[config.mk]
export PLATFORM = sky130hd
export DESIGN_NAME = qbd_fifo
export DESIGN_NICKNAME = d
export VERILOG_FILES = /design/src/rtl/qbd_pkg.sv /design/src/rtl/qbd_fifo.sv
export VERILOG_INCLUDE_DIRS = /design/src /design/src/rtl
export SDC_FILE = /design/constraint.sdc
export NUM_CORES = 1
export LEC_CHECK = 0
export ABC_AREA = 1
export BUFFER_PORTS_ARGS = -buffer_cell sky130_fd_sc_hd__buf_2
export CAP_MARGIN = 20
export CORE_MARGIN = 5
export CORE_UTILIZATION = 47
export DETAILED_ROUTE_END_ITERATION = 7
export PLACE_DENSITY = 0.81
export SLEW_MARGIN = 20
export SYNTH_ARGS = -nofsm -noshare
export SYNTH_HDL_FRONTEND = slang
export SYNTH_SLANG_ARGS = --single-unit
[constraint.sdc]
create_clock -name clk_i -period 2.8 [get_ports clk_i]
set_input_delay 0.56 -clock clk_i [delete_from_list [all_inputs] [get_ports clk_i]]
set_output_delay 0.56 -clock clk_i [all_outputs]
set_load 0.01 [all_outputs]
[src/rtl/quadrant_box_downscale_2x2_unit_macros.svh]
// ----------------------------------------------------------------------------
// Assertion macros for the quadrant box downscaler
// Concurrent checks clocked on clk_i, with and without the reset qualifier.
// ----------------------------------------------------------------------------
`ifndef QUADRANT_BOX_DOWNSCALE_2X2_UNIT_MACROS_SVH
`define QUADRANT_BOX_DOWNSCALE_2X2_UNIT_MACROS_SVH

// Check outside reset only
`define QBD_ASSERT(lbl, prop, msg) \
  lbl: assert property (@(posedge clk_i) disable iff (!rst_ni) prop) else $error(msg);

// Check at every edge, reset included
`define QBD_ASSERT_ALWAYS(lbl, prop, msg) \
  lbl: assert property (@(posedge clk_i) prop) else $error(msg);

`endif

[src/rtl/qbd_pkg.sv]
// ----------------------------------------------------------------------------
// qbd_pkg
// Shared constants, types and helpers of the 2x2 box downscaler.
// ----------------------------------------------------------------------------
`default_nettype none

package qbd_pkg;

  localparam int MAX_TILE_WIDTH  = 256;
  localparam int MAX_TILE_HEIGHT = 256;
  localparam int LINE_DEPTH      = MAX_TILE_WIDTH / 2;

  localparam int TW_W  = $clog2(MAX_TILE_WIDTH + 1);
  localparam int TH_W  = $clog2(MAX_TILE_HEIGHT + 1);
  localparam int COL_W = $clog2(MAX_TILE_WIDTH);
  localparam int ROW_W = $clog2(MAX_TILE_HEIGHT);
  localparam int IDX_W = $clog2(LINE_DEPTH);

  localparam int SIZE_REG_W = 9;
  localparam int QUAD_W     = 2;
  localparam int CH_W       = 8;
  localparam int NUM_CH     = 3;
  localparam int RGB_W      = NUM_CH * CH_W;
  localparam int PSUM_W     = CH_W + 1;
  localparam int TSUM_W     = CH_W + 2;
  localparam int LINE_W     = NUM_CH * TSUM_W;
  localparam int COORD_W    = 8;
  localparam int XW         = (TW_W > COORD_W) ? TW_W : COORD_W;
  localparam int YW         = (TH_W > COORD_W) ? TH_W : COORD_W;

  localparam int CFG_IDX_W  = 2;
  localparam int CFG_DATA_W = 24;

  localparam int FIFO_DEPTH = 2;
  localparam int FIFO_PTR_W = $clog2(FIFO_DEPTH);
  localparam int FIFO_CNT_W = $clog2(FIFO_DEPTH + 1);

  typedef enum logic [CFG_IDX_W-1:0] {
    CFG_TILE_WIDTH,
    CFG_TILE_HEIGHT,
    CFG_PAD_RGB,
    CFG_PADDING_ON
  } cfg_idx_e;

  typedef enum logic [1:0] {
    CMD_HOLD,
    CMD_PAIR,
    CMD_AVG,
    CMD_PAD
  } cmd_kind_e;

  typedef struct packed {
    cmd_kind_e            kind;
    logic [RGB_W-1:0]     pix;
    logic [IDX_W-1:0]     idx;
    logic [COORD_W-1:0]   ox;
    logic [COORD_W-1:0]   oy;
    logic                 done;
  } cmd_t;

  function automatic logic [TW_W-1:0] clamp_width(input logic [SIZE_REG_W-1:0] v);
    logic [SIZE_REG_W-1:0] e;
    logic [TW_W-1:0]       r;
    e = {v[SIZE_REG_W-1:1], 1'b0};
    if (e < SIZE_REG_W'(2)) e = SIZE_REG_W'(2);
    if (32'(e) > 32'(MAX_TILE_WIDTH)) r = TW_W'(MAX_TILE_WIDTH);
    else r = TW_W'(e);
    return r;
  endfunction

  function automatic logic [TH_W-1:0] clamp_height(input logic [SIZE_REG_W-1:0] v);
    logic [SIZE_REG_W-1:0] e;
    logic [TH_W-1:0]       r;
    e = {v[SIZE_REG_W-1:1], 1'b0};
    if (e < SIZE_REG_W'(2)) e = SIZE_REG_W'(2);
    if (32'(e) > 32'(MAX_TILE_HEIGHT)) r = TH_W'(MAX_TILE_HEIGHT);
    else r = TH_W'(e);
    return r;
  endfunction

endpackage

`default_nettype wire

[src/rtl/qbd_fifo.sv]
// ----------------------------------------------------------------------------
// qbd_fifo
// Two-entry command queue between the front and the back end.
// ----------------------------------------------------------------------------
`default_nettype none
`include "quadrant_box_downscale_2x2_unit_macros.svh"

module qbd_fifo import qbd_pkg::*; (
  input  logic clk_i,
  input  logic rst_ni,
  input  logic push_i,
  input  cmd_t push_cmd_i,
  output logic full_o,
  input  logic pop_i,
  output logic head_valid_o,
  output cmd_t head_o
);

  cmd_t                  entry_q [FIFO_DEPTH];
  logic [FIFO_PTR_W-1:0] wr_q, rd_q;
  logic [FIFO_CNT_W-1:0] cnt_q;

  assign full_o       = (cnt_q == FIFO_CNT_W'(FIFO_DEPTH));
  assign head_valid_o = (cnt_q != '0);
  assign head_o       = entry_q[rd_q];

  always_ff @(posedge clk_i) begin
    if (push_i) begin
      entry_q[wr_q] <= push_cmd_i;
    end
  end

  always_ff @(posedge clk_i or negedge rst_ni) begin
    if (!rst_ni) begin
      wr_q  <= '0;
      rd_q  <= '0;
      cnt_q <= '0;
    end else begin
      if (push_i) wr_q <= wr_q + FIFO_PTR_W'(1);
      if (pop_i)  rd_q <= rd_q + FIFO_PTR_W'(1);
      cnt_q <= cnt_q + FIFO_CNT_W'(push_i) - FIFO_CNT_W'(pop_i);
    end
  end

  `QBD_ASSERT(a_fifo_cnt_bound, cnt_q <= FIFO_CNT_W'(FIFO_DEPTH), "queue count too large")
  `QBD_ASSERT(a_fifo_no_underflow, pop_i |-> cnt_q != '0, "pop from empty queue")

endmodule

`default_nettype wire

# == Yosys cells after proc, flatten, opt, wreduce, memory -nomap -nowiden ==
# Memories as Yosys holds them, arrays and structs flattened.
# Index checks and enable logic that the tools add are counted.
# op_classes
eq_ne,1
mux,2
n_reduce_logical,1
add_sub_neg,4
# op_table
op,n
$add 1x1->1 const B,2
$add 2x1->2,1
$eq 2x2->1 const B,1
$mux 1,2
$reduce_bool 2->1,1
$sub 2x1->2,1
# totals
ram_bits,100
out_inout_bits,52
word_cells,12
inputBits,54
regBits,4
n_memories,1
# memory_table
memory,words,word_bits,read_ports,rd_ports_with_merged_regs,wr,line_no,source
entry_q,2,50,1,0,1,qbd_fifo.sv:19,cmd_t entry_q [FIFO_DEPTH];

# == Depth between registers and ports, before layout ==
# Gate-level depths: netlist of the first run.
# logic_depth
depth_word,2
depth_mapped,7
depth_no_buf,7

# == Least setup slack after synthesis of the first run ==
# Ideal clock, no wire load.
# synth_path
path_type,in2reg
from,in push_i
to,mem entry_q[0][0] (netlist name) (enable)
slack_ns,-0.359
cell_stages,2
n_path_buf,0
required_ns,2.341
arrival_ns,2.700
setup_time_ns,0.459
path_cell_list,inv_1 nor2_1
# synth_via
elab_chain_cells,2
# synth_lines
item,line_no,source
start: declaration,qbd_fifo.sv:11,"input logic push_i,"
$mux 1,qbd_fifo.sv:28,if (push_i) begin
$mux 1 (not written as such),qbd_fifo.sv:29,entry_q[wr_q] <= push_cmd_i;
end: declaration,qbd_fifo.sv:19,
# No other way between the ends.

==> impl_metrics.toml, run 1 <==
[final_layout]
multiInputGateArea_sq_um = 677
layout.nets = 453
regArea_sq_um = 3110
final_cell_mix = "buf_2, edfxtp_1, nand2_1, inv_1, o21ai_2"
areaGrowthSynthToFinish_pct = 19.8
drive_gt1_frac = 0.414
antenna_cells = 0
mostFrequentLayoutCell = "buf_2"
num-fill-cells = 712

[grt]
grt_pass1_vias = 2322
grt_overflow = 0
grt_pass1_wl_mm = 10.4
grt_util_all_layers = 0.128
grt_max_degree = 49
antenna_found_initial = 0

[clock_tree]
clock_path_buffers = 2
root_buffer = "clkbuf_8"
h-tree-depth = 3
cts.sinks = 104
cts_tree = "yes"
numCtsBuffers = 9
postCtsSetupBuffers = 0
clkSlewWorstSetupHoldPaths_ns = 0.10
clk_latency_ns = 0.35

[drt]
vias = 2342
routed_wl_mm = 6.73
drt_iter0_markers = 70
antenna_left = 0
route.detailed.drc = 0
wire_per_inst_um = 13.2
firstDrtPassIters = 4
viasPerCell = 4.60

[pwr]
power.share.sequential = 0.487
leakage_nw = 2.11
p_clk_frac = 0.184
p_per_area_nw_per_um2 = 945
swShare = 0.338
peakVddDrop_mv = 0.699
power.internal_mw = 3.08
p_switching_mw = 1.57
combPwrFrac = 0.329

[timing]
post-route-min-period_ns = 2.36
fin_tns_setup_ns = 0
worst_pin_slew_ns = 0.569
fin_ws_ns = 0.440
rsz0062_at_grt = "no"
finalHoldViolCount = 0
slew_headroom = 0.620
fin_crit_sh = 0.843
fmax_mhz = 424
finalClockSkew_ns = 0.0111
slew_violations = 0
finalSetupViolCount = 0

[floorplanning]
die_x_um = 103
core-area_sq_um = 8590
initial_core_util = 0.477
die_h_um = 103
dieArea_sq_um = 10700
io_pins = 106
num_rows = 34

[critical_path]
critPathKind = "reg2out"
critPathLaunchType = "register"
crit_arrival_ns = 1.80
crit_fanout = 48
crit_chain = "buf_12 > nand2_1 > o21ai_2 > buf_2"
r2r_cells = 3
crit_path_end_kind = "output port"
slowest_stage = "dfrtp_4"
required_ns = 2.24
slowest_delay_ns = 0.80
path_depth = 4
cp_num_buf_inv = 2
crit_family = "flip-flops"

[place]
hpwl_mm = 4.77
place_congestion = 0.703
numPortBuffers = 105
post-place-ws_ns = 0.792

[run]
drv_cap = 0

[outcome]
status = "finished, final reports clean"

[yosys]
mappedNetlistNets = 342
synth_cell_type_count = 12
netlist_instances = 286
syn_area_sq_um = 4100
syn_area_per_cell_sq_um = 14.3
yosys_warnings = 0
ys_ff_latch = 104
yosysSeqAreaShare = 0.756

[hold_path]
holdPathStages = 1
holdCritPathClass = "in2reg"
[metrics by stage]
| step | power, mW | hold WS [ns] | cells | cell area [sq um] | util |
|---|---|---|---|---|---|
| 2_1_floorplan | 3.35 | 0.264 | 286 | 4110 | - |
| 3_3_place_gp | 3.81 | 0.369 | 493 | 4720 | 0.549 |
| 3_5_place_dp | 3.87 | 0.376 | 493 | 4720 | 0.549 |
| 4_1_cts | 4.73 | 0.378 | 509 | 4920 | 0.572 |
| 5_1_grt | 4.96 | 0.368 | 509 | 4920 | 0.572 |
| 6_report | 4.65 | 0.398 | 509 | 4920 | 0.572 |
[sequential cells by signal, summed over array words and instances, names as in the netlist]
name,count
entry_q,100
rd_q,1
wr_q,1
cnt_q,2
[final timing paths]
kind                       slack, ns            from              to
max                             0.44            rd_q      head_o[26]
min                             0.40  push_cmd_i[16]  entry_q[0][16]
max reg2reg                     1.27            wr_q  entry_q[1][37]
min reg2reg                     0.56            wr_q            wr_q
max in group asynchronous       2.10          rst_ni            rd_q
min in group asynchronous       0.56          rst_ni            rd_q
[worst register-to-register path: stages, from the launching register on]
cell and delay, ns:
dfrtp_1 0.43, nand2_1 0.09, inv_2 0.43, buf_12 0.27
[cell usage after synthesis, drive strengths merged]
library cell | n | share of area
dfrtp | 4 | 0.024
edfxtp | 100 | 0.73
ha | 2 | 0.0061
xor2 | 2 | 0.0043
nand3 | 1 | 0.0012
buf | 10 | 0.027
o21ai | 50 | 0.098
clkbuf | 1 | 0.00091
nand2 | 57 | 0.052
inv | 57 | 0.052
nor2 | 2 | 0.0018
[repair_timing]
action	4_1_cts	5_1_grt
hold buffers	1	0
setup endpoints to repair	0	0
hold endpoints to repair	4	0
gates resized for setup	0	0
[per-layer routing]
layer	part of all wire	global-route usage	vias up	wire, um
met5	0	0	-	0
met1	0.38	0.144	1080	2580
met3	0.068	0.0382	12	456
met4	0.015	0.0478	0	99
met2	0.53	0.230	64	3590
li1	-	-	1186	-
[power by group through the flow]
stage / logic [mW] / registers (mW) / clock network [mW]
floorplan: 1.18 / 2.17 / 0
global placement: 1.53 / 2.28 / 0
detailed placement: 1.57 / 2.31 / 0
CTS: 1.57 / 2.27 / 0.889
global route: 1.69 / 2.30 / 0.962
finish: 1.53 / 2.26 / 0.854
[cells by family after synthesis]
family                     Yosys count  synth area share
AOI/OAI and AO/OA                   50            0.0976
adders and majority gates            2           0.00610
buffers and inverters               68            0.0805
xor gates and xnor gates             2           0.00427
and+or+nand+nor                     60            0.0552
DFF                                104             0.756
[layout make-up]
cell class / instances / area share
Inverter: 57 / 0.0435
Clock buffer: 9 / 0.0252
Sequential cell: 104 / 0.632
Clock inverter: 6 / 0.0125
Timing Repair Buffer: 111 / 0.122
Tap cell: 108 / 0.0275
Multi-Input combinational cell: 114 / 0.138
Power figures use the tool's default switching activity.
==> run 2, diff against run 1 <==
- clock period: 2.8 -> 2.13 ns (I/O delays scaled with it)
==> impl_metrics.toml, run 2 (synthesized netlist as in run 1, its figures left out) <==
[outcome]
status = "finished, final reports clean"

[final_layout]
antenna_cells = 0
final_cells = 510
final_cell_mix = "buf_2, edfxtp_1, nand2_1, inv_1, o21ai_2"
fin_area_sq_um = 4920
largest_reg_flops = 100
reg.largest.list = "entry_q: 100 flops, cnt_q: 2 flops"
num-fill-cells = 702
layout.nets = 454
largest_register = "entry_q"
areaGrowthSynthToFinish_pct = 20.0
drive_gt1_frac = 0.415
mostFrequentLayoutCell = "buf_2"

[timing]
post-route-min-period_ns = 1.96
finalClockSkew_ns = 0.00570
rsz0062_at_grt = "no"
fmax_mhz = 509
fin_tns_setup_ns = 0
finalHoldViolCount = 0
slew_headroom = 0.753
finalSetupViolCount = 0
slew_violations = 0
fin_crit_sh = 0.922
worst_pin_slew_ns = 0.371

[grt]
antenna_found_initial = 0
grt_overflow = 0
grt_pass1_wl_mm = 10.1
grt_max_degree = 43
grt_util_all_layers = 0.127
grt_pass1_vias = 2180

[clock_tree]
numCtsBuffers = 9
cts.sinks = 104
h-tree-depth = 3
clk_latency_ns = 0.34
cts_tree = "yes"
ctsResizeCount = 0
clkSlewWorstSetupHoldPaths_ns = 0.09
root_buffer = "clkbuf_8"
postCtsSetupBuffers = 0
clock_path_buffers = 2

[pwr]
p_per_area_nw_per_um2 = 1240
peakVddDrop_mv = 0.727
leakage_nw = 2.12

[critical_path]
r2r_end = "entry_q[0][13]"
reg2reg_slack_ns = 0.87
critPathLaunchType = "register"
crit_path_end_kind = "output port"
crit_fanout = 42
required_ns = 1.70
crit_arrival_ns = 1.54
critPathKind = "reg2out"
r2r_cells = 2
r2r-start = "wr_q"

[drt]
firstDrtPassIters = 4
viasPerCell = 4.60
vias = 2344
drt_iter0_markers = 83
wire_per_inst_um = 12.9
routed_wl_mm = 6.59
antenna_left = 0
route.detailed.drc = 0

[hold_path]
worstHoldStart = "push_cmd_i[10]"
holdCritPathClass = "in2reg"
worst_hold_path.endpoint = "entry_q[0][10]"
holdPathStages = 1

[floorplanning]
dieArea_sq_um = 10700
die_x_um = 103
io_pins = 106
core-area_sq_um = 8590
die_h_um = 103
initial_core_util = 0.477
num_rows = 34

[place]
dp.cells = 494
placed_cell_area_sq_um = 4730
hpwl_mm = 4.84
place_congestion = 0.672
numPortBuffers = 105

[run]
drv_cap = 0
-- run 2: power by group --
part | switching (mW) | internal, mW
clock | 0.593 | 0.531
combinational | 1.30 | 0.815
sequential | 0.159 | 2.72
-- run 2: per-stage QoR --
stage               worst slack, ns  hold WS [ns]  total power [mW]  utilization
CTS                           0.135         0.235              6.24        0.573
global placement              0.549         0.233              5.05        0.550
global route                 0.0639         0.228              6.54        0.573
floorplan                     0.272         0.130              4.41            -
finish                        0.166         0.262              6.11        0.573
detailed placement            0.537         0.239              5.11        0.550
-- run 2: routing by layer --
metal	part of all wire	GRT usage	wire, um
met1	0.39	0.151	2560
met2	0.52	0.218	3450
met3	0.072	0.0355	476
met4	0.015	0.0538	99
met5	0	0	0
-- run 2: final cells by class --
| class | instances | area (sq um) | area share |
|---|---|---|---|
| clock buffers | 9 | 124 | 0.0252 |
| clock inverters | 6 | 61.3 | 0.0125 |
| inverters | 57 | 214 | 0.0435 |
| multi-input cells | 114 | 677 | 0.137 |
| flip-flops and latches | 104 | 3110 | 0.631 |
| well taps | 108 | 135 | 0.0274 |
| repair buffers | 112 | 606 | 0.123 |
-- run 2: critical path: stages, from the launching register on --
cell and delay [ns]:
dfrtp_4 0.57, buf_12 0.26, nand2_1 0.10, o21ai_2 0.08
buf_2 0.15
-- run 2: worst max path at each step --
stage / start / endpoint / slack, ns / cells past startpoint
floorplan: push_i / entry_q[1][0] / 0.27 / 2
global placement: rd_q / head_o[43] / 0.55 / 4
detailed placement: rd_q / head_o[43] / 0.54 / 4
CTS: rd_q / head_o[43] / 0.14 / 4
global route: rd_q / head_o[43] / 0.06 / 4
finish: rd_q / head_o[43] / 0.17 / 4
-- run 2: what timing repair did --
item,in CTS,in global routing
endpoints found under the hold margin,4,0
hold buffers,1,0
setup endpoints to repair,0,0
