### config.mk
export PLATFORM = sky130hd
export DESIGN_NAME = qbd_front_flat
export DESIGN_NICKNAME = d
export VERILOG_FILES = /design/src/rtl/quadrant_box_downscale_2x2_unit_macros.svh /design/src/rtl/qbd_pkg.sv /design/src/rtl/qbd_in_if.sv /design/src/rtl/qbd_front.sv /design/src/flat_wrapper.sv
export SDC_FILE = /design/constraint.sdc
export NUM_CORES = 1
export LEC_CHECK = 0
export ABC_AREA = 1
export ABC_CLOCK_PERIOD_IN_PS = 3050
export BUFFER_PORTS_ARGS = -buffer_cell sky130_fd_sc_hd__buf_2
export CORE_ASPECT_RATIO = 1.75
export CORE_UTILIZATION = 36
export CTS_BUF_LIST = sky130_fd_sc_hd__clkbuf_8
export CTS_CLUSTER_DIAMETER = 100
export DETAILED_ROUTE_END_ITERATION = 10
export HOLD_SLACK_MARGIN = 0.02
export PLACE_DENSITY_LB_ADDON = 0.05
export SLEW_MARGIN = 20
export SYNTH_ARGS = -nofsm -noshare
export SYNTH_HDL_FRONTEND = slang
export SYNTH_SLANG_ARGS = --single-unit
### constraint.sdc
create_clock -name clk_i -period 3.05 [get_ports clk_i]
set_input_delay 0.4575 -clock clk_i [delete_from_list [all_inputs] [get_ports clk_i]]
set_output_delay 0.4575 -clock clk_i [all_outputs]
set_load 0.1 [all_outputs]
### src/rtl/quadrant_box_downscale_2x2_unit_macros.svh
// ----------------------------------------------------------------------------
// Assertion macros for the quadrant box downscaler
// Concurrent checks clocked on clk_i, with and without the reset qualifier.
// ----------------------------------------------------------------------------
`ifndef QUADRANT_BOX_DOWNSCALE_2X2_UNIT_MACROS_SVH
`define QUADRANT_BOX_DOWNSCALE_2X2_UNIT_MACROS_SVH

// Check outside reset only
`define QBD_ASSERT(lbl, prop, msg) \
  lbl: assert property (@(posedge clk_i) disable iff (!rst_ni) prop) else $error(msg);

// Check at every edge, reset included
`define QBD_ASSERT_ALWAYS(lbl, prop, msg) \
  lbl: assert property (@(posedge clk_i) prop) else $error(msg);

`endif

### src/rtl/qbd_pkg.sv
// ----------------------------------------------------------------------------
// qbd_pkg
// Shared constants, types and helpers of the 2x2 box downscaler.
// ----------------------------------------------------------------------------
`default_nettype none

package qbd_pkg;

  localparam int MAX_TILE_WIDTH  = 256;
  localparam int MAX_TILE_HEIGHT = 256;
  localparam int LINE_DEPTH      = MAX_TILE_WIDTH / 2;

  localparam int TW_W  = $clog2(MAX_TILE_WIDTH + 1);
  localparam int TH_W  = $clog2(MAX_TILE_HEIGHT + 1);
  localparam int COL_W = $clog2(MAX_TILE_WIDTH);
  localparam int ROW_W = $clog2(MAX_TILE_HEIGHT);
  localparam int IDX_W = $clog2(LINE_DEPTH);

  localparam int SIZE_REG_W = 9;
  localparam int QUAD_W     = 2;
  localparam int CH_W       = 8;
  localparam int NUM_CH     = 3;
  localparam int RGB_W      = NUM_CH * CH_W;
  localparam int PSUM_W     = CH_W + 1;
  localparam int TSUM_W     = CH_W + 2;
  localparam int LINE_W     = NUM_CH * TSUM_W;
  localparam int COORD_W    = 8;
  localparam int XW         = (TW_W > COORD_W) ? TW_W : COORD_W;
  localparam int YW         = (TH_W > COORD_W) ? TH_W : COORD_W;

  localparam int CFG_IDX_W  = 2;
  localparam int CFG_DATA_W = 24;

  localparam int FIFO_DEPTH = 2;
  localparam int FIFO_PTR_W = $clog2(FIFO_DEPTH);
  localparam int FIFO_CNT_W = $clog2(FIFO_DEPTH + 1);

  typedef enum logic [CFG_IDX_W-1:0] {
    CFG_TILE_WIDTH,
    CFG_TILE_HEIGHT,
    CFG_PAD_RGB,
    CFG_PADDING_ON
  } cfg_idx_e;

  typedef enum logic [1:0] {
    CMD_HOLD,
    CMD_PAIR,
    CMD_AVG,
    CMD_PAD
  } cmd_kind_e;

  typedef struct packed {
    cmd_kind_e            kind;
    logic [RGB_W-1:0]     pix;
    logic [IDX_W-1:0]     idx;
    logic [COORD_W-1:0]   ox;
    logic [COORD_W-1:0]   oy;
    logic                 done;
  } cmd_t;

  function automatic logic [TW_W-1:0] clamp_width(input logic [SIZE_REG_W-1:0] v);
    logic [SIZE_REG_W-1:0] e;
    logic [TW_W-1:0]       r;
    e = {v[SIZE_REG_W-1:1], 1'b0};
    if (e < SIZE_REG_W'(2)) e = SIZE_REG_W'(2);
    if (32'(e) > 32'(MAX_TILE_WIDTH)) r = TW_W'(MAX_TILE_WIDTH);
    else r = TW_W'(e);
    return r;
  endfunction

  function automatic logic [TH_W-1:0] clamp_height(input logic [SIZE_REG_W-1:0] v);
    logic [SIZE_REG_W-1:0] e;
    logic [TH_W-1:0]       r;
    e = {v[SIZE_REG_W-1:1], 1'b0};
    if (e < SIZE_REG_W'(2)) e = SIZE_REG_W'(2);
    if (32'(e) > 32'(MAX_TILE_HEIGHT)) r = TH_W'(MAX_TILE_HEIGHT);
    else r = TH_W'(e);
    return r;
  endfunction

endpackage

`default_nettype wire

### src/rtl/qbd_in_if.sv
// ----------------------------------------------------------------------------
// qbd_in_if
// Source pixel channel: valid/ready with quadrant tag, absent flag and RGB.
// ----------------------------------------------------------------------------
`default_nettype none

interface qbd_in_if import qbd_pkg::*; ();
  logic              valid;
  logic              ready;
  logic [QUAD_W-1:0] quadrant;
  logic              absent;
  logic [CH_W-1:0]   in_red;
  logic [CH_W-1:0]   in_green;
  logic [CH_W-1:0]   in_blue;

  modport source (output valid, quadrant, absent, in_red, in_green, in_blue, input ready);
  modport sink   (input valid, quadrant, absent, in_red, in_green, in_blue, output ready);
endinterface

`default_nettype wire

### src/rtl/qbd_front.sv
// ----------------------------------------------------------------------------
// qbd_front
// Tracks the source position and turns each pixel into a back-end command.
// ----------------------------------------------------------------------------
`default_nettype none

module qbd_front import qbd_pkg::*; (
  input  logic            clk_i,
  input  logic            rst_ni,
  qbd_in_if.sink          in_ch,
  input  logic [TW_W-1:0] width_i,
  input  logic [TH_W-1:0] height_i,
  input  logic            padding_on_i,
  input  logic            fifo_full_i,
  output logic            push_o,
  output cmd_t            cmd_o
);

  logic [COL_W-1:0] col_q, col_d;
  logic [ROW_W-1:0] row_q, row_d;
  logic [TW_W-1:0]  col_p1;
  logic [TH_W-1:0]  row_p1;
  logic             last_col, last_row;
  logic             accept;
  logic             drop;
  logic [IDX_W-1:0] idx;
  logic [XW-1:0]    ox_wide;
  logic [YW-1:0]    oy_wide;

  assign in_ch.ready = !fifo_full_i;
  assign accept      = in_ch.valid && !fifo_full_i;

  assign col_p1   = TW_W'(col_q) + TW_W'(1);
  assign row_p1   = TH_W'(row_q) + TH_W'(1);
  assign last_col = (col_p1 >= width_i);
  assign last_row = (row_p1 >= height_i);

  assign idx     = IDX_W'(col_q >> 1);
  assign ox_wide = (in_ch.quadrant[0] ? XW'(width_i >> 1) : XW'(0)) + XW'(idx);
  assign oy_wide = (in_ch.quadrant[1] ? YW'(height_i >> 1) : YW'(0)) + YW'(row_q >> 1);

  // Classify by position parity; absent blocks become padding or nothing
  always_comb begin
    drop         = 1'b0;
    cmd_o.kind   = CMD_HOLD;
    cmd_o.pix    = {in_ch.in_red, in_ch.in_green, in_ch.in_blue};
    cmd_o.idx    = idx;
    cmd_o.ox     = COORD_W'(ox_wide);
    cmd_o.oy     = COORD_W'(oy_wide);
    cmd_o.done   = last_col && last_row;
    if (!col_q[0]) begin
      cmd_o.kind = CMD_HOLD;
    end else if (!row_q[0]) begin
      cmd_o.kind = CMD_PAIR;
    end else if (in_ch.absent) begin
      cmd_o.kind = CMD_PAD;
      drop       = !padding_on_i;
    end else begin
      cmd_o.kind = CMD_AVG;
    end
  end

  assign push_o = accept && !drop;

  always_comb begin
    col_d = col_q;
    row_d = row_q;
    if (accept) begin
      if (last_col) begin
        col_d = '0;
        row_d = last_row ? '0 : ROW_W'(row_p1);
      end else begin
        col_d = COL_W'(col_p1);
      end
    end
  end

  always_ff @(posedge clk_i or negedge rst_ni) begin
    if (!rst_ni) begin
      col_q <= '0;
      row_q <= '0;
    end else begin
      col_q <= col_d;
      row_q <= row_d;
    end
  end

endmodule

`default_nettype wire

### src/flat_wrapper.sv
// flat-port wrapper written by rule: the top's interface ports become plain ports
module qbd_front_flat import qbd_pkg::*;
  (clk_i, rst_ni, width_i, height_i, padding_on_i, fifo_full_i, push_o, cmd_o, in_ch_valid, in_ch_quadrant, in_ch_absent, in_ch_in_red, in_ch_in_green, in_ch_in_blue, in_ch_ready);
  qbd_in_if in_ch_i ();
  input  logic clk_i;
  input  logic rst_ni;
  input  logic [TW_W-1:0] width_i;
  input  logic [TH_W-1:0] height_i;
  input  logic padding_on_i;
  input  logic fifo_full_i;
  output logic push_o;
  output cmd_t cmd_o;
  input wire logic [$bits(in_ch_i.valid)-1:0] in_ch_valid;
  input wire logic [$bits(in_ch_i.quadrant)-1:0] in_ch_quadrant;
  input wire logic [$bits(in_ch_i.absent)-1:0] in_ch_absent;
  input wire logic [$bits(in_ch_i.in_red)-1:0] in_ch_in_red;
  input wire logic [$bits(in_ch_i.in_green)-1:0] in_ch_in_green;
  input wire logic [$bits(in_ch_i.in_blue)-1:0] in_ch_in_blue;
  output wire logic [$bits(in_ch_i.ready)-1:0] in_ch_ready;
  assign in_ch_i.valid = in_ch_valid;
  assign in_ch_i.quadrant = in_ch_quadrant;
  assign in_ch_i.absent = in_ch_absent;
  assign in_ch_i.in_red = in_ch_in_red;
  assign in_ch_i.in_green = in_ch_in_green;
  assign in_ch_i.in_blue = in_ch_in_blue;
  assign in_ch_ready = in_ch_i.ready;
  qbd_front u_core (.clk_i(clk_i), .rst_ni(rst_ni), .in_ch(in_ch_i), .width_i(width_i), .height_i(height_i), .padding_on_i(padding_on_i), .fifo_full_i(fifo_full_i), .push_o(push_o), .cmd_o(cmd_o));
endmodule
# Yosys cells after proc, flatten, opt, wreduce, memory -nomap -nowiden
# Cells that the tools add are included.
# totals
regBits	16
mem_count	0
mem_bits_rw	0
latch_bits	0
romBits	0
word_cells	25
out_inout_bits	52
# op_classes
reduce_logical	7
n_mux	10
eq_ne	0
mul	0
order_cmp	2
n_shift	0
bitwise_logic	0
div_mod_pow	0
n_addsub	4
# op_table
cell	count
$mux W8	4
$add A8 B1 Y9 const B	2
$ge A9 B9 Y1	2
$add A8 B7 Y8	2
$mux W1	4
$mux W2	2
$logic_and A1 B1 Y1	3
$logic_not A1 Y1	3
$reduce_and A2 Y1	1

# Longest topological paths before layout
# logic_depth
word_depth	6
mapped_depth	16

# Worst setup path before layout
# Ideal clock, no wire load.
# synth_path
kind	input to output
startpoint	input port in_ch_quadrant[0]
endpoint	output port cmd_o[13] (netlist name)
arrival_ps	3106
stages	9
required_time_ps	2592
path_slack_ps	-514
cell_sequence	clkbuf_1 > nand2_1 > inv_1 > ha_1 > inv_1 > fa_1 > inv_1 > a31oi_1 > xnor2_1
# synth_rtl
item	line_no	rtl
from (decl)	flat_wrapper.sv:14	input wire logic [$bits(in_ch_i.quadrant)-1:0] in_ch_quadrant;
to (decl)	flat_wrapper.sv:12	output cmd_t cmd_o;

==> run metrics <==
critical path buffer and inverter count 4; detailed-route vias per instance 4.51; flop2flop setup slack around 780 ps; Worst Tran Pin Value 496 ps; final hold vios 0; die footprint between 0.006 and 0.007 sq mm; Starting Density a little under two fifths; crit start category register; residual overflow from global routing 0; number of enable-type register cells in the synthesized netlist 0; Worst Setup End Kind primary output; count of state elements after synthesis 16; post-synthesis sequential area ratio approximately 17%; buffer cell driving the clock tree root sky130_fd_sc_hd__clkbuf_8; Non-Filler Instances approximately 470; H-tree depth 1; number of global-route vias before repair between 1.5k and 2k; Slew Viols, Final 0; kind of critical path reg2out; GPL Wtd Cong 0.798; achievable frequency ~0.35 GHz; vias post-DR between 2k and 2.5k; number of optimization iterations in the first detailed-route pass 3; setup repair after global routing missed its margin false; CP Max Fanout 4; power density cells around 540 mW/mm^2; Syn Std Cell Area 0.00239 sq mm; Synth Instances 358; async set-reset flop share out of synthesis 100%; placed standard-cell area between 0.002 and 0.003 sq mm; worst slack at placement 277 ps; Top FF cell, synth sky130_fd_sc_hd__dfrtp_1; chip width 63.6 um; number of nets at the end of the flow 477; ordered list of cells on the worst path ha_1 -> nand2_2 -> inv_1 -> nand2_1 -> xor2_1 -> inv_1 -> ha_1 -> nand2_1 -> nor2_1 -> nand3_1 -> nand3_2 -> nand2_1 -> inv_1 -> buf_12; number of antenna violations at the first check in global routing 0; peak supply drop approximately 570 uV; clock sink count 16; dominant delay contributor by cell family on the critical path simple AND/OR/NAND/NOR gates; share of cells above drive strength 1 between 20% and 30%; largest area contributor in the netlist sky130_fd_sc_hd__ha_1; leakage power total between 1.5 and 2 nW; Avg WL per Cell about 11 um; drc violations 0; post-route fraction of the period consumed by the critical path 94.8%; run status completed; Detailed Route WL approximately 5300 um; die height between 100 and 150 um; most common library cells after synthesis sky130_fd_sc_hd__nand2_1 (111), sky130_fd_sc_hd__inv_1 (68), sky130_fd_sc_hd__ha_1 (34); count of synthesis-stage warnings from yosys 0; worst-case headroom to the max-slew limit around 67%; antenna cells 0; number of clock buffers inserted by TritonCTS 3; standard cell core area 0.00649 sq mm; deepest clock path buffer count 2; maxcap violations 0; total nets after synthesis around 440; Critical Path RT between 2000 and 3000 ps; area share of the largest cell type after synthesis between 10% and 20%; average cell area after synthesis around 6.7 sq um; count of different cell masters after synthesis 26; path category of the worst min-delay check in2async; final worst slack around 160 ps; global-route wire length before repair 8760 um; largest cells by area after synthesis sky130_fd_sc_hd__ha_1 (18%), sky130_fd_sc_hd__nand2_1 (17%), sky130_fd_sc_hd__dfrtp_1 (17%), sky130_fd_sc_hd__inv_1 (11%), sky130_fd_sc_hd__buf_4 (10%); initial drt markers 16; Area growth, synth to finish 14.6%; HPWL after DPL 4640 um; CTS tree built; clock slew seen by the registers of the worst setup and hold paths approximately 60 ps; count of input and output buffers 53; Inst Count DP between 400 and 500; final critical-path required period a little under 3000 ps; pin count of the biggest net entering global routing 17; slowest stage delay, CP between 400 and 500 ps; total non-filler cell area in the finished layout between 0.002 and 0.003 sq mm; I/O pin total about 100; slowest stage cell, crit path sky130_fd_sc_hd__dfrtp_2; overall fraction of global-route tracks in use 16.3%; Arr. time, crit path ~2400 ps; cell with the most instances after synthesis sky130_fd_sc_hd__nand2_1; Post-DRT Antenna Nets 0; source-to-sink clock delay at the later pin of the worst-skew pair 250 ps; total number of placement rows 39; Layout Utilization 42.2%; Fin Clk Skew 0.964 ps; total of endpoints with negative setup slack in the final report 0
-- sequential cells by signal, summed over array words and instances (netlist names) --
signal	cells
u_core.col_q	8
u_core.row_q	8
-- routing by layer --
layer | track usage [%] | share of wire (%) | up-vias | wire length (um)
met4 | 5.68 | 1.4 | 0 | 72
met3 | 1.14 | 2.5 | 5 | 133
li1 | - | - | 1125 | -
met2 | 37.2 | 63 | 37 | 3320
met1 | 13.6 | 33 | 963 | 1740
met5 | 0 | 0 | - | 0
-- worst reg2reg max path, delay by kind of cell (launching register included) --
| family | cells | cell delay [ps] |
|---|---|---|
| adders and majority gates | 2 | 520 |
| buffers and inverters | 3 | 280 |
| DFF | 1 | 430 |
| xor gates and xnor gates | 1 | 190 |
| and+or+nand+nor | 9 | 740 |
-- power by group --
part,total (mW),switching [mW],internal (mW)
logic,0.988,0.766,0.222
registers,0.302,0.0557,0.246
clock network,0.188,0.0737,0.115
total,1.48,0.895,0.582
-- through the flow --
| stage | hold WS (ps) | total power [mW] | TNS, ps |
|---|---|---|---|
| after floorplan | 162 | 1.29 | -198 |
| after global placement | 394 | 1.27 | 0 |
| after detailed placement | 406 | 1.27 | 0 |
| after CTS | 129 | 1.47 | 0 |
| after global routing | 135 | 1.58 | 0 |
| final | 117 | 1.48 | 0 |
-- placed cells by master, fill, tap and decap left out, types with 3 or more instances in the layout --
cell type and n:
sky130_fd_sc_hd__a21o_1 4, sky130_fd_sc_hd__nand4_1 4, sky130_fd_sc_hd__ha_1 33, sky130_fd_sc_hd__nand3_2 5
sky130_fd_sc_hd__xor2_1 7, sky130_fd_sc_hd__buf_2 51, sky130_fd_sc_hd__clkbuf_8 4, sky130_fd_sc_hd__nand2_1 110
sky130_fd_sc_hd__inv_1 68, sky130_fd_sc_hd__nand3_1 12, sky130_fd_sc_hd__dfrtp_2 4, sky130_fd_sc_hd__xnor2_1 3
sky130_fd_sc_hd__xnor2_2 3, sky130_fd_sc_hd__xor2_2 6, sky130_fd_sc_hd__nand2_2 4, sky130_fd_sc_hd__nor2_1 18
sky130_fd_sc_hd__buf_4 9, sky130_fd_sc_hd__dfrtp_1 12, sky130_fd_sc_hd__a21oi_1 12
-- repair_timing --
item	CTS	global route
pin swaps	0	1
hold buffers	0	0
setup endpoints to repair	1	1
cloned	0	0
resized for setup	1	6
buffers inserted	0	7
-- cell type report --
| class | count | area [sq um] |
|---|---|---|
| fill | 721 | 3750 |
| multi-input combinational | 239 | 1560 |
| sequential | 16 | 405 |
| timing repair buffer | 62 | 363 |
| inverter | 69 | 259 |
| tap | 82 | 103 |
| clock buffer | 4 | 55.1 |
-- kinds of logic after synthesis --
kind of cell / after synthesis / synth area share (%)
AOI/OAI and AO/OA: 23 / 6.12
xor gates and xnor gates: 19 / 6.96
adders and majority gates: 36 / 19.5
buffers and inverters: 103 / 21.5
DFF: 16 / 16.7
and+or+nand+nor: 161 / 29.2
-- final timing paths --
kind	from	endpoint	depth (start not counted)
setup / recovery	u_core.row_q[0]	cmd_o[0]	14
hold / removal	rst_ni	u_core.row_q[0]	1
setup reg to reg	u_core.row_q[0]	u_core.row_q[0]	15
hold reg to reg	u_core.col_q[7]	u_core.col_q[7]	2
max in group asynchronous	rst_ni	u_core.col_q[2]	1
min in group clk_i	u_core.col_q[7]	u_core.col_q[7]	2
Note: power is estimated with default switching activity, not from simulation.
