## src/rtl/quadrant_box_downscale_2x2_unit_macros.svh

```systemverilog
// ----------------------------------------------------------------------------
// Assertion macros for the quadrant box downscaler
// Concurrent checks clocked on clk_i, with and without the reset qualifier.
// ----------------------------------------------------------------------------
`ifndef QUADRANT_BOX_DOWNSCALE_2X2_UNIT_MACROS_SVH
`define QUADRANT_BOX_DOWNSCALE_2X2_UNIT_MACROS_SVH

// Check outside reset only
`define QBD_ASSERT(lbl, prop, msg) \
  lbl: assert property (@(posedge clk_i) disable iff (!rst_ni) prop) else $error(msg);

// Check at every edge, reset included
`define QBD_ASSERT_ALWAYS(lbl, prop, msg) \
  lbl: assert property (@(posedge clk_i) prop) else $error(msg);

`endif

```

## src/rtl/qbd_pkg.sv

```systemverilog
// ----------------------------------------------------------------------------
// qbd_pkg
// Shared constants, types and helpers of the 2x2 box downscaler.
// ----------------------------------------------------------------------------
`default_nettype none

package qbd_pkg;

  localparam int MAX_TILE_WIDTH  = 256;
  localparam int MAX_TILE_HEIGHT = 256;
  localparam int LINE_DEPTH      = MAX_TILE_WIDTH / 2;

  localparam int TW_W  = $clog2(MAX_TILE_WIDTH + 1);
  localparam int TH_W  = $clog2(MAX_TILE_HEIGHT + 1);
  localparam int COL_W = $clog2(MAX_TILE_WIDTH);
  localparam int ROW_W = $clog2(MAX_TILE_HEIGHT);
  localparam int IDX_W = $clog2(LINE_DEPTH);

  localparam int SIZE_REG_W = 9;
  localparam int QUAD_W     = 2;
  localparam int CH_W       = 8;
  localparam int NUM_CH     = 3;
  localparam int RGB_W      = NUM_CH * CH_W;
  localparam int PSUM_W     = CH_W + 1;
  localparam int TSUM_W     = CH_W + 2;
  localparam int LINE_W     = NUM_CH * TSUM_W;
  localparam int COORD_W    = 8;
  localparam int XW         = (TW_W > COORD_W) ? TW_W : COORD_W;
  localparam int YW         = (TH_W > COORD_W) ? TH_W : COORD_W;

  localparam int CFG_IDX_W  = 2;
  localparam int CFG_DATA_W = 24;

  localparam int FIFO_DEPTH = 2;
  localparam int FIFO_PTR_W = $clog2(FIFO_DEPTH);
  localparam int FIFO_CNT_W = $clog2(FIFO_DEPTH + 1);

  typedef enum logic [CFG_IDX_W-1:0] {
    CFG_TILE_WIDTH,
    CFG_TILE_HEIGHT,
    CFG_PAD_RGB,
    CFG_PADDING_ON
  } cfg_idx_e;

  typedef enum logic [1:0] {
    CMD_HOLD,
    CMD_PAIR,
    CMD_AVG,
    CMD_PAD
  } cmd_kind_e;

  typedef struct packed {
    cmd_kind_e            kind;
    logic [RGB_W-1:0]     pix;
    logic [IDX_W-1:0]     idx;
    logic [COORD_W-1:0]   ox;
    logic [COORD_W-1:0]   oy;
    logic                 done;
  } cmd_t;

  function automatic logic [TW_W-1:0] clamp_width(input logic [SIZE_REG_W-1:0] v);
    logic [SIZE_REG_W-1:0] e;
    logic [TW_W-1:0]       r;
    e = {v[SIZE_REG_W-1:1], 1'b0};
    if (e < SIZE_REG_W'(2)) e = SIZE_REG_W'(2);
    if (32'(e) > 32'(MAX_TILE_WIDTH)) r = TW_W'(MAX_TILE_WIDTH);
    else r = TW_W'(e);
    return r;
  endfunction

  function automatic logic [TH_W-1:0] clamp_height(input logic [SIZE_REG_W-1:0] v);
    logic [SIZE_REG_W-1:0] e;
    logic [TH_W-1:0]       r;
    e = {v[SIZE_REG_W-1:1], 1'b0};
    if (e < SIZE_REG_W'(2)) e = SIZE_REG_W'(2);
    if (32'(e) > 32'(MAX_TILE_HEIGHT)) r = TH_W'(MAX_TILE_HEIGHT);
    else r = TH_W'(e);
    return r;
  endfunction

endpackage

`default_nettype wire

```

## src/rtl/qbd_out_if.sv

```systemverilog
// ----------------------------------------------------------------------------
// qbd_out_if
// Result pixel channel: valid/ready with colour, output position and done flag.
// ----------------------------------------------------------------------------
`default_nettype none

interface qbd_out_if import qbd_pkg::*; ();
  logic               valid;
  logic               ready;
  logic [CH_W-1:0]    out_red;
  logic [CH_W-1:0]    out_green;
  logic [CH_W-1:0]    out_blue;
  logic [COORD_W-1:0] out_col;
  logic [COORD_W-1:0] out_row;
  logic               quadrant_done;

  modport source (output valid, out_red, out_green, out_blue, out_col, out_row,
                  quadrant_done, input ready);
  modport sink   (input valid, out_red, out_green, out_blue, out_col, out_row,
                  quadrant_done, output ready);
endinterface

`default_nettype wire

```

## src/rtl/qbd_ram.sv

```systemverilog
// ----------------------------------------------------------------------------
// qbd_ram
// Generic single-write, single-read RAM; read data registered on read enable.
// ----------------------------------------------------------------------------
`default_nettype none

module qbd_ram #(
  parameter int WIDTH = 8,
  parameter int DEPTH = 16
) (
  input  logic                     clk_i,
  input  logic                     we_i,
  input  logic [$clog2(DEPTH)-1:0] waddr_i,
  input  logic [WIDTH-1:0]         wdata_i,
  input  logic                     re_i,
  input  logic [$clog2(DEPTH)-1:0] raddr_i,
  output logic [WIDTH-1:0]         rdata_o
);

  logic [WIDTH-1:0] mem_q [DEPTH];
  logic [WIDTH-1:0] rdata_q;

  always_ff @(posedge clk_i) begin
    if (we_i) begin
      mem_q[waddr_i] <= wdata_i;
    end
    if (re_i) begin
      rdata_q <= mem_q[raddr_i];
    end
  end

  assign rdata_o = rdata_q;

endmodule

`default_nettype wire

```

## src/rtl/qbd_back.sv

```systemverilog
// ----------------------------------------------------------------------------
// qbd_back
// Executes commands: holds pixels, writes pair sums, averages and emits.
// ----------------------------------------------------------------------------
`default_nettype none
`include "quadrant_box_downscale_2x2_unit_macros.svh"

module qbd_back import qbd_pkg::*; (
  input  logic             clk_i,
  input  logic             rst_ni,
  input  logic             head_valid_i,
  input  cmd_t             head_i,
  output logic             pop_o,
  input  logic [RGB_W-1:0] pad_rgb_i,
  qbd_out_if.source        out_ch
);

  logic [RGB_W-1:0]  held_q;
  logic              is_emit;
  logic              out_free, b_ready;
  logic              ram_we, ram_re;
  logic [LINE_W-1:0] pair_word;
  logic [LINE_W-1:0] ram_rdata;
  logic [PSUM_W-1:0] cur_sum [NUM_CH];

  logic              b_valid_q, b_valid_d;
  logic              b_pad_q;
  logic [PSUM_W-1:0] b_sum_q [NUM_CH];
  logic [COORD_W-1:0] b_ox_q, b_oy_q;
  logic              b_done_q;

  logic              out_valid_q, out_valid_d;
  logic [RGB_W-1:0]  out_rgb_q, out_rgb_d;
  logic [COORD_W-1:0] out_col_q, out_row_q;
  logic              out_done_q;

  assign is_emit  = (head_i.kind == CMD_AVG) || (head_i.kind == CMD_PAD);
  assign out_free = !out_valid_q || out_ch.ready;
  assign b_ready  = !b_valid_q || out_free;
  assign pop_o    = head_valid_i && (!is_emit || b_ready);
  assign ram_we   = pop_o && (head_i.kind == CMD_PAIR);
  assign ram_re   = pop_o && (head_i.kind == CMD_AVG);

  // Horizontal sum of the held even-column pixel and the current pixel
  always_comb begin
    for (int c = 0; c < NUM_CH; c++) begin
      cur_sum[c] = PSUM_W'(held_q[c*CH_W +: CH_W]) + PSUM_W'(head_i.pix[c*CH_W +: CH_W]);
      pair_word[c*TSUM_W +: TSUM_W] = TSUM_W'(cur_sum[c]);
    end
  end

  qbd_ram #(
    .WIDTH (LINE_W),
    .DEPTH (LINE_DEPTH)
  ) u_line_ram (
    .clk_i   (clk_i),
    .we_i    (ram_we),
    .waddr_i (head_i.idx),
    .wdata_i (pair_word),
    .re_i    (ram_re),
    .raddr_i (head_i.idx),
    .rdata_o (ram_rdata)
  );

  always_ff @(posedge clk_i or negedge rst_ni) begin
    if (!rst_ni) begin
      held_q <= '0;
    end else if (pop_o && (head_i.kind == CMD_HOLD)) begin
      held_q <= head_i.pix;
    end
  end

  // Stage B: waits on the line buffer read
  always_comb begin
    b_valid_d = b_valid_q;
    if (pop_o && is_emit) begin
      b_valid_d = 1'b1;
    end else if (out_free) begin
      b_valid_d = 1'b0;
    end
  end

  always_ff @(posedge clk_i) begin
    if (pop_o && is_emit) begin
      b_pad_q  <= (head_i.kind == CMD_PAD);
      b_sum_q  <= cur_sum;
      b_ox_q   <= head_i.ox;
      b_oy_q   <= head_i.oy;
      b_done_q <= head_i.done;
    end
  end

  // Finish the 2x2 sum and truncate by four
  always_comb begin
    logic [TSUM_W-1:0] tot;
    tot       = '0;
    out_rgb_d = pad_rgb_i;
    if (!b_pad_q) begin
      for (int c = 0; c < NUM_CH; c++) begin
        tot = ram_rdata[c*TSUM_W +: TSUM_W] + TSUM_W'(b_sum_q[c]);
        out_rgb_d[c*CH_W +: CH_W] = tot[TSUM_W-1:2];
      end
    end
  end

  assign out_valid_d = out_free ? b_valid_q : 1'b1;

  always_ff @(posedge clk_i) begin
    if (out_free && b_valid_q) begin
      out_rgb_q  <= out_rgb_d;
      out_col_q  <= b_ox_q;
      out_row_q  <= b_oy_q;
      out_done_q <= b_done_q;
    end
  end

  always_ff @(posedge clk_i or negedge rst_ni) begin
    if (!rst_ni) begin
      b_valid_q   <= 1'b0;
      out_valid_q <= 1'b0;
    end else begin
      b_valid_q   <= b_valid_d;
      out_valid_q <= out_valid_d;
    end
  end

  assign out_ch.valid         = out_valid_q;
  assign out_ch.out_red       = out_rgb_q[2*CH_W +: CH_W];
  assign out_ch.out_green     = out_rgb_q[CH_W +: CH_W];
  assign out_ch.out_blue      = out_rgb_q[0 +: CH_W];
  assign out_ch.out_col       = out_col_q;
  assign out_ch.out_row       = out_row_q;
  assign out_ch.quadrant_done = out_done_q;

  `QBD_ASSERT(a_emit_loads_b, (pop_o && is_emit) |=> b_valid_q, "emit command lost in stage B")
  `QBD_ASSERT(a_out_from_b, $rose(out_valid_q) |-> $past(b_valid_q), "result without stage B")
  `QBD_ASSERT(a_b_blocks_pop, (b_valid_q && !out_free && head_valid_i && is_emit) |-> !pop_o,
              "emit popped while stage B stalled")

endmodule

`default_nettype wire

```

## src/flat_wrapper.sv

```systemverilog
// flat-port wrapper written by rule: the top's interface ports become plain ports
module qbd_back_flat import qbd_pkg::*;
  (clk_i, rst_ni, head_valid_i, head_i, pop_o, pad_rgb_i, out_ch_valid, out_ch_out_red, out_ch_out_green, out_ch_out_blue, out_ch_out_col, out_ch_out_row, out_ch_quadrant_done, out_ch_ready);
  qbd_out_if out_ch_i ();
  input  logic clk_i;
  input  logic rst_ni;
  input  logic head_valid_i;
  input  cmd_t head_i;
  output logic pop_o;
  input  logic [RGB_W-1:0] pad_rgb_i;
  output wire logic [$bits(out_ch_i.valid)-1:0] out_ch_valid;
  output wire logic [$bits(out_ch_i.out_red)-1:0] out_ch_out_red;
  output wire logic [$bits(out_ch_i.out_green)-1:0] out_ch_out_green;
  output wire logic [$bits(out_ch_i.out_blue)-1:0] out_ch_out_blue;
  output wire logic [$bits(out_ch_i.out_col)-1:0] out_ch_out_col;
  output wire logic [$bits(out_ch_i.out_row)-1:0] out_ch_out_row;
  output wire logic [$bits(out_ch_i.quadrant_done)-1:0] out_ch_quadrant_done;
  input wire logic [$bits(out_ch_i.ready)-1:0] out_ch_ready;
  assign out_ch_valid = out_ch_i.valid;
  assign out_ch_out_red = out_ch_i.out_red;
  assign out_ch_out_green = out_ch_i.out_green;
  assign out_ch_out_blue = out_ch_i.out_blue;
  assign out_ch_out_col = out_ch_i.out_col;
  assign out_ch_out_row = out_ch_i.out_row;
  assign out_ch_quadrant_done = out_ch_i.quadrant_done;
  assign out_ch_i.ready = out_ch_ready;
  qbd_back u_core (.clk_i(clk_i), .rst_ni(rst_ni), .head_valid_i(head_valid_i), .head_i(head_i), .pop_o(pop_o), .pad_rgb_i(pad_rgb_i), .out_ch(out_ch_i));
endmodule
```

## config.mk

```make
export PLATFORM = sky130hd
export DESIGN_NAME = qbd_back_flat
export DESIGN_NICKNAME = d
export VERILOG_FILES = /design/src/rtl/qbd_pkg.sv /design/src/rtl/qbd_out_if.sv /design/src/rtl/qbd_ram.sv /design/src/rtl/qbd_back.sv /design/src/flat_wrapper.sv
export VERILOG_INCLUDE_DIRS = /design/src /design/src/rtl
export SDC_FILE = /design/constraint.sdc
export NUM_CORES = 2
export LEC_CHECK = 0
export ABC_AREA = 1
export BUFFER_PORTS_ARGS = -buffer_cell sky130_fd_sc_hd__buf_2
export CELL_PAD_IN_SITES_DETAIL_PLACEMENT = 1
export CELL_PAD_IN_SITES_GLOBAL_PLACEMENT = 1
export CORE_MARGIN = 5
export CORE_UTILIZATION = 53
export CTS_BUF_LIST = sky130_fd_sc_hd__clkbuf_4 sky130_fd_sc_hd__clkbuf_8 sky130_fd_sc_hd__clkbuf_16
export DETAILED_ROUTE_END_ITERATION = 12
export PLACE_DENSITY_LB_ADDON = 0.2
export SYNTH_ARGS = -nofsm -noshare
export SYNTH_HDL_FRONTEND = slang
export SYNTH_HIERARCHICAL = 1
export SYNTH_SLANG_ARGS = --single-unit
```

## constraint.sdc

```tcl
create_clock -name clk_i -period 7.5 [get_ports clk_i]
set_clock_uncertainty 0.2 [all_clocks]
set_input_delay 0 -clock clk_i [delete_from_list [all_inputs] [get_ports clk_i]]
set_output_delay 0 -clock clk_i [all_outputs]
set_load 0.01 [all_outputs]
```

## After elaboration in Yosys (flattened, before gate mapping)

Memory sizes are Yosys's and may differ from the RTL's. A register that Yosys moved wholly into a read port is not among the register bits.
Cells that the tools add are included.
Widths: inputs -> output; s select.

| word-level totals | value |
|---|---|
| input port bits | 78 |
| output and inout port bits | 43 |
| memories kept | 1 |
| bits in writable memories | 3456 |
| word-level logic and storage cells | 46 |
| register bits after elaboration | 142 |

Memories:

| memory | words | bits a word | read ports | clocked after Yosys merged registers in | write ports | RTL line | source |
|---|---|---|---|---|---|---|---|
| u_core.u_line_ram.mem_q | 128 | 27 | 1 | 1 | 1 | qbd_ram.sv:20 | `logic [WIDTH-1:0] mem_q [DEPTH];` |

| cells by class | value |
|---|---|
| reduce and logical (&&, ||, !) cells | 15 |
| add/sub/neg operators | 6 |
| equal/unequal tests | 3 |
| mux-type cells | 6 |

Operator list:

| kind | count |
|---|---|
| $add 10x9->10 | 3 |
| $add 8x8->9 | 3 |
| $mux 24 | 1 |
| $logic_and 1x1->1 | 6 |
| $mux 1 | 5 |
| $eq 2x2->1 const B | 2 |
| $logic_or 1x1->1 | 4 |
| $logic_not 1->1 | 3 |
| $eq 2x1->1 const B | 1 |
| $logic_not 2->1 | 1 |
| $reduce_bool 2->1 | 1 |

## Depth between registers and ports, before layout

| logic depth | value |
|---|---|
| depth after elaboration | 8 |
| depth in mapped cells | 13 |
| gate-level depth less buffers | 10 |

## Cells and area by module

The synthesis kept the hierarchy.

By module, submodules not included:

| module | sequential area each (um^2) | times used | area an instance (um^2) | cells each |
|---|---|---|---|---|
| qbd_ram | 116211.5 | 1 | 155302.7 | 12566 |
| qbd_back | 3233.1 | 1 | 6165.9 | 615 |

## Least setup slack after synthesis

OpenSTA, ideal clock, no wires.

| timing | value |
|---|---|
| path type | reg-to-reg |
| start point | register u_core.held_q[10] |
| end point | register u_core/b_sum_q[14] in the netlist's numbering (data pin) |
| slack | 1592 ps |
| period minus slack after synthesis | 5908 ps |
| setup time | 932 ps |
| data arrival time | 4776 ps |
| buffers on the path | 0 |
| required time | 6368 ps |
| cell stages (with the launch flop) | 8 |
| cells stage by stage | dfrtp_1 > ha_1 > nand3_1 > nand2_1 > nand2_1 > nor2_1 > nor2_1 > xnor2_1 |

RTL lines:

| item | RTL line | source |
|---|---|---|
| start, declared | qbd_back.sv:18 | `logic [RGB_W-1:0] held_q;` |
| start signal, assigned | qbd_back.sv:69 | `held_q <= head_i.pix;` |
| end signal, assigned | qbd_back.sv:86 | `b_sum_q <= cur_sum;` |
| end, declared | qbd_back.sv:28 | `logic [PSUM_W-1:0] b_sum_q [NUM_CH];` |

==> impl_results.md <==
- Pint: ~40,000 uW
- Combinational fraction of design power: 0.126
- Vias/cell: 6.375
- Overflow after GRT: 0
- Root Buffer: clkbuf_16
- Area growth from synthesis to layout: 12.58%
- Worst R2R Setup Slack: roughly 3400 ps
- # IOs: around 120
- DRC viols: 0
- Setup crit start kind: input port
- Die Ht: approximately 560 um
- RSZ-0062 raised after global routing: no
- Pwr per Cell Area: between 200 and 300 nW/um^2
- CTS tree: built
- Drt total wl: approximately 560,000 um
- Setup Viol. Count Final: 0
- GRT Total Usage: 0.3463
- Row cnt: 202
- Largest net degree at the start of global routing: about 200
- Post-Syn Instances: about 13k
- TNS Setup: 0 ps
- #FFs+latches synth: approximately 4k
- Placeable core area: between 300,000 and 400,000 um^2
- I/O Buffers: 120
- GPL Wtd Cong: between 0.8 and 0.9
- Setup WS post-layout: 2934 ps
- First-pass GRT wire length: 804,700 um
- HP Class: in -> reg
- Share of layout cells above drive strength 1: 0.08117
- Die Area: between 300,000 and 400,000 um^2
- Hold Fails Final Rpt: 0
- CTS Buf Count: between 400 and 500
- Pre-CTS worst setup slack: ~2700 ps
- Via count: ~110k
- RR Startpoint: u_core/held_q[0]$_DFFE_PN0P_
- Nets: 13.71k
- Final Critical Period: about 4600 ps
- Slew margin rel.: 0.05702
- Initial Utilization: 0.5328
- # H-tree levels: 5
- Clock power share: 0.375
- DRT iter0 DRCs: about 15k
- HP Start: head_i[13]
- Distinct cells, synth: 37
- Post-CTS Setup Repair Bufs: 0
- Post-route ant nets: 0
- Max Root-Sink Buffers: 4
- Max-slew violation count: 0
- Reg-to-reg critical path endpoint: u_core/u_line_ram/mem_q[76][6]$_DFFE_PP_
- Fill cell total of the finished layout: 29.89k
- Worst Hold Depth: 3
- Post-cts resize count: 0
- DRT Pass-1 Iters: 6
- Reg clk slew, reported paths: around 70 ps
- Slew @ Worst Pin: 1414 ps
- Avg Synthesized Cell Area: between 10 and 15 um^2
- Max Cap Viol: 0
- Hold Path Sink: u_core/b_ox_q[4]$_DFFE_PP_
- Sw Pwr: between 10,000 and 15,000 uW
- Die width: 562.0 um
- Arrival time worst endpoint: roughly 5000 ps
- Sw Ratio: 0.2693
- Later-pin clock latency in the skew report: roughly 1000 ps
- Status: finished, final reports clean
- Commonest non-fill, non-tap cell in the layout: nand2_1
- HPWL after detailed placement: roughly 300,000 um
- Critical path fanouts, max: ~190
- Initial antenna violation count: between 40 and 50
- FMAX: around 0.22 GHz
- Vias in the first global route: approximately 120k
- WP data required: 7980 ps
- Period utilization: 0.6088
- Total power: between 50,000 and 60,000 uW
- Clock Sinks: roughly 4k
- Synth warnings: 6
- Max VDD drop: about 350 uV
- Synth Cell Area: 161,500 um^2
- Pleak: 0.06444 uW
- Reg2reg path depth: 8
- Routed WL per cell: approximately 31 um
- Crit end category: flop
- Seq pwr share: 0.499
- Crit path kind: in -> reg
- Most frequent cells in the layout: nand2_1, edfxtp_1, nand3_1, clkbuf_16, conb_1
- Sequential area share after synthesis: 0.7397
-- Yosys cell counts --
| cell | number | area share |
|---|---|---|
| a31oi_1 | 3 | 0.00012 |
| a21oi_2 | 3 | 0.00016 |
| mux2_4 | 20 | 0.0019 |
| clkbuf_1 | 131 | 0.0030 |
| nand3_4 | 1 | 0.00011 |
| mux2_2 | 4 | 0.00028 |
| buf_1 | 78 | 0.0018 |
| a21o_1 | 1 | 0.000047 |
| conb_1 | 1 | 0.000023 |
| inv_1 | 90 | 0.0021 |
| edfxtp_1 | 3956 | 0.74 |
| buf_6 | 77 | 0.0054 |
| buf_2 | 415 | 0.013 |
| nand4_1 | 6 | 0.00023 |
| a21boi_1 | 1 | 0.000047 |
| a21boi_0 | 2 | 0.000093 |
| o21ai_0 | 9 | 0.00028 |
| xor2_1 | 15 | 0.00081 |
| fa_1 | 3 | 0.00037 |
| buf_12 | 2 | 0.00025 |
| o21bai_1 | 5 | 0.00023 |
| clkbuf_2 | 1 | 0.000031 |
| inv_2 | 2 | 0.000047 |
| nor2_1 | 168 | 0.0039 |
| xnor2_1 | 6 | 0.00033 |
| a21oi_1 | 24 | 0.00074 |
| inv_4 | 2 | 0.000077 |
| buf_4 | 156 | 0.0073 |
| dfrtp_1 | 26 | 0.0040 |
| nand3_1 | 3826 | 0.12 |
| o21bai_2 | 1 | 0.000070 |
| clkinv_1 | 3 | 0.000070 |
| o21ai_2 | 2 | 0.00011 |
| ha_1 | 48 | 0.0037 |
| nand2_1 | 4083 | 0.095 |
| o21ai_1 | 2 | 0.000062 |
| nor3_1 | 8 | 0.00025 |
-- what timing repair did --
| action | CTS | global route |
|---|---|---|
| endpoints found under the setup margin | 0 | 0 |
| hold endpoints to repair | 1252 | 0 |
| hold buffers | 174 | 0 |
-- cell families (layout without fill, tap and decap cells) --
logic type | after synthesis | after routing | synth area share
buffers and inverters | 957 | 1314 | 0.03291
and+or+nand+nor | 8092 | 8092 | 0.2180
other | 1 | 399 | 0.00002322
muxes | 24 | 24 | 0.002139
AOI/OAI and AO/OA | 53 | 53 | 0.001961
adders and majority gates | 51 | 51 | 0.004091
DFF | 3982 | 3982 | 0.7397
xor gates and xnor gates | 21 | 21 | 0.001139
-- stage by stage --
step / util / cell area (um^2) / hold slack, ps / instances
floorplan: - / 162900 / -495.6 / 13564
global placement: 0.5503 / 166800 / -126.7 / 16978
detailed placement: 0.5503 / 166800 / -105.8 / 16978
CTS: 0.5996 / 181700 / 2.965 / 17898
global route: 0.5998 / 181700 / 90.17 / 17901
finish: 0.5999 / 181800 / 85.87 / 17914
-- sequential cells by signal, indices dropped and copies added (netlist names), 8 cells and up --
register / count
u_core/out_rgb_q: 24
u_core/b_oy_q: 8
u_core/b_ox_q: 8
u_core/out_ch.out_col: 8
u_core/b_sum_q: 27
u_core/u_line_ram/rdata_o: 30
u_core/out_ch.out_row: 8
u_core/held_q: 24
u_core/u_line_ram/mem_q: 3840
-- power by group through the flow --
| stage | registers, uW | clock network (uW) | logic (uW) |
|---|---|---|---|
| after floorplan | 27800 | 0 | 2960 |
| after global placement | 27500 | 0 | 6140 |
| after detailed placement | 27500 | 0 | 6470 |
| after CTS | 27000 | 20400 | 6630 |
| after global routing | 27000 | 21600 | 7050 |
| final | 27000 | 20300 | 6830 |
-- routing by layer --
| layer | routed length (um) | vias up | track usage |
|---|---|---|---|
| li1 | - | 47533 | - |
| met1 | 202600 | 58613 | 0.4421 |
| met2 | 266000 | 6619 | 0.5596 |
| met3 | 55990 | 1413 | 0.06929 |
| met4 | 34770 | 16 | 0.1909 |
| met5 | 102 | - | 0 |
-- worst max path at each step --
stage | from | end | cells after the start
finish | head_i[17] | u_core/u_line_ram/rdata_o[18]$_DFFE_PP_ | 11
global route | head_i[20] | u_core/u_line_ram/rdata_o[28]$_DFFE_PP_ | 10
CTS | head_i[19] | u_core/u_line_ram/rdata_o[19]$_DFFE_PP_ | 10
detailed placement | head_i[17] | u_core/u_line_ram/rdata_o[28]$_DFFE_PP_ | 11
global placement | head_i[17] | u_core/u_line_ram/rdata_o[22]$_DFFE_PP_ | 11
floorplan | u_core/held_q[10]$_DFFE_PN0P_ | u_core/b_sum_q[14]$_DFFE_PP_ | 7
-- cell type report --
class,count,area [um^2],share of cell area
Timing Repair Buffer,471,4178,0.02298
Sequential cell,3982,119400,0.6571
Multi-Input combinational cell,8625,39520,0.2174
Tap cell,3978,4977,0.02738
Clock inverter,248,2148,0.01182
Inverter,97,414.1,0.002278
Antenna cell,15,37.54,0.0002065
Clock buffer,498,11060,0.06085
-- critical path, cell delays in order --
cell and delay, ps:
buf_12 440, inv_16 480, buf_12 540, nand2_1 250, nand3_1 120, nand3_1 150, nand3_1 350, nand3_1 280
nand3_1 460, nand3_1 620, nand2_1 140
Note: power is estimated with default switching activity, not from simulation.
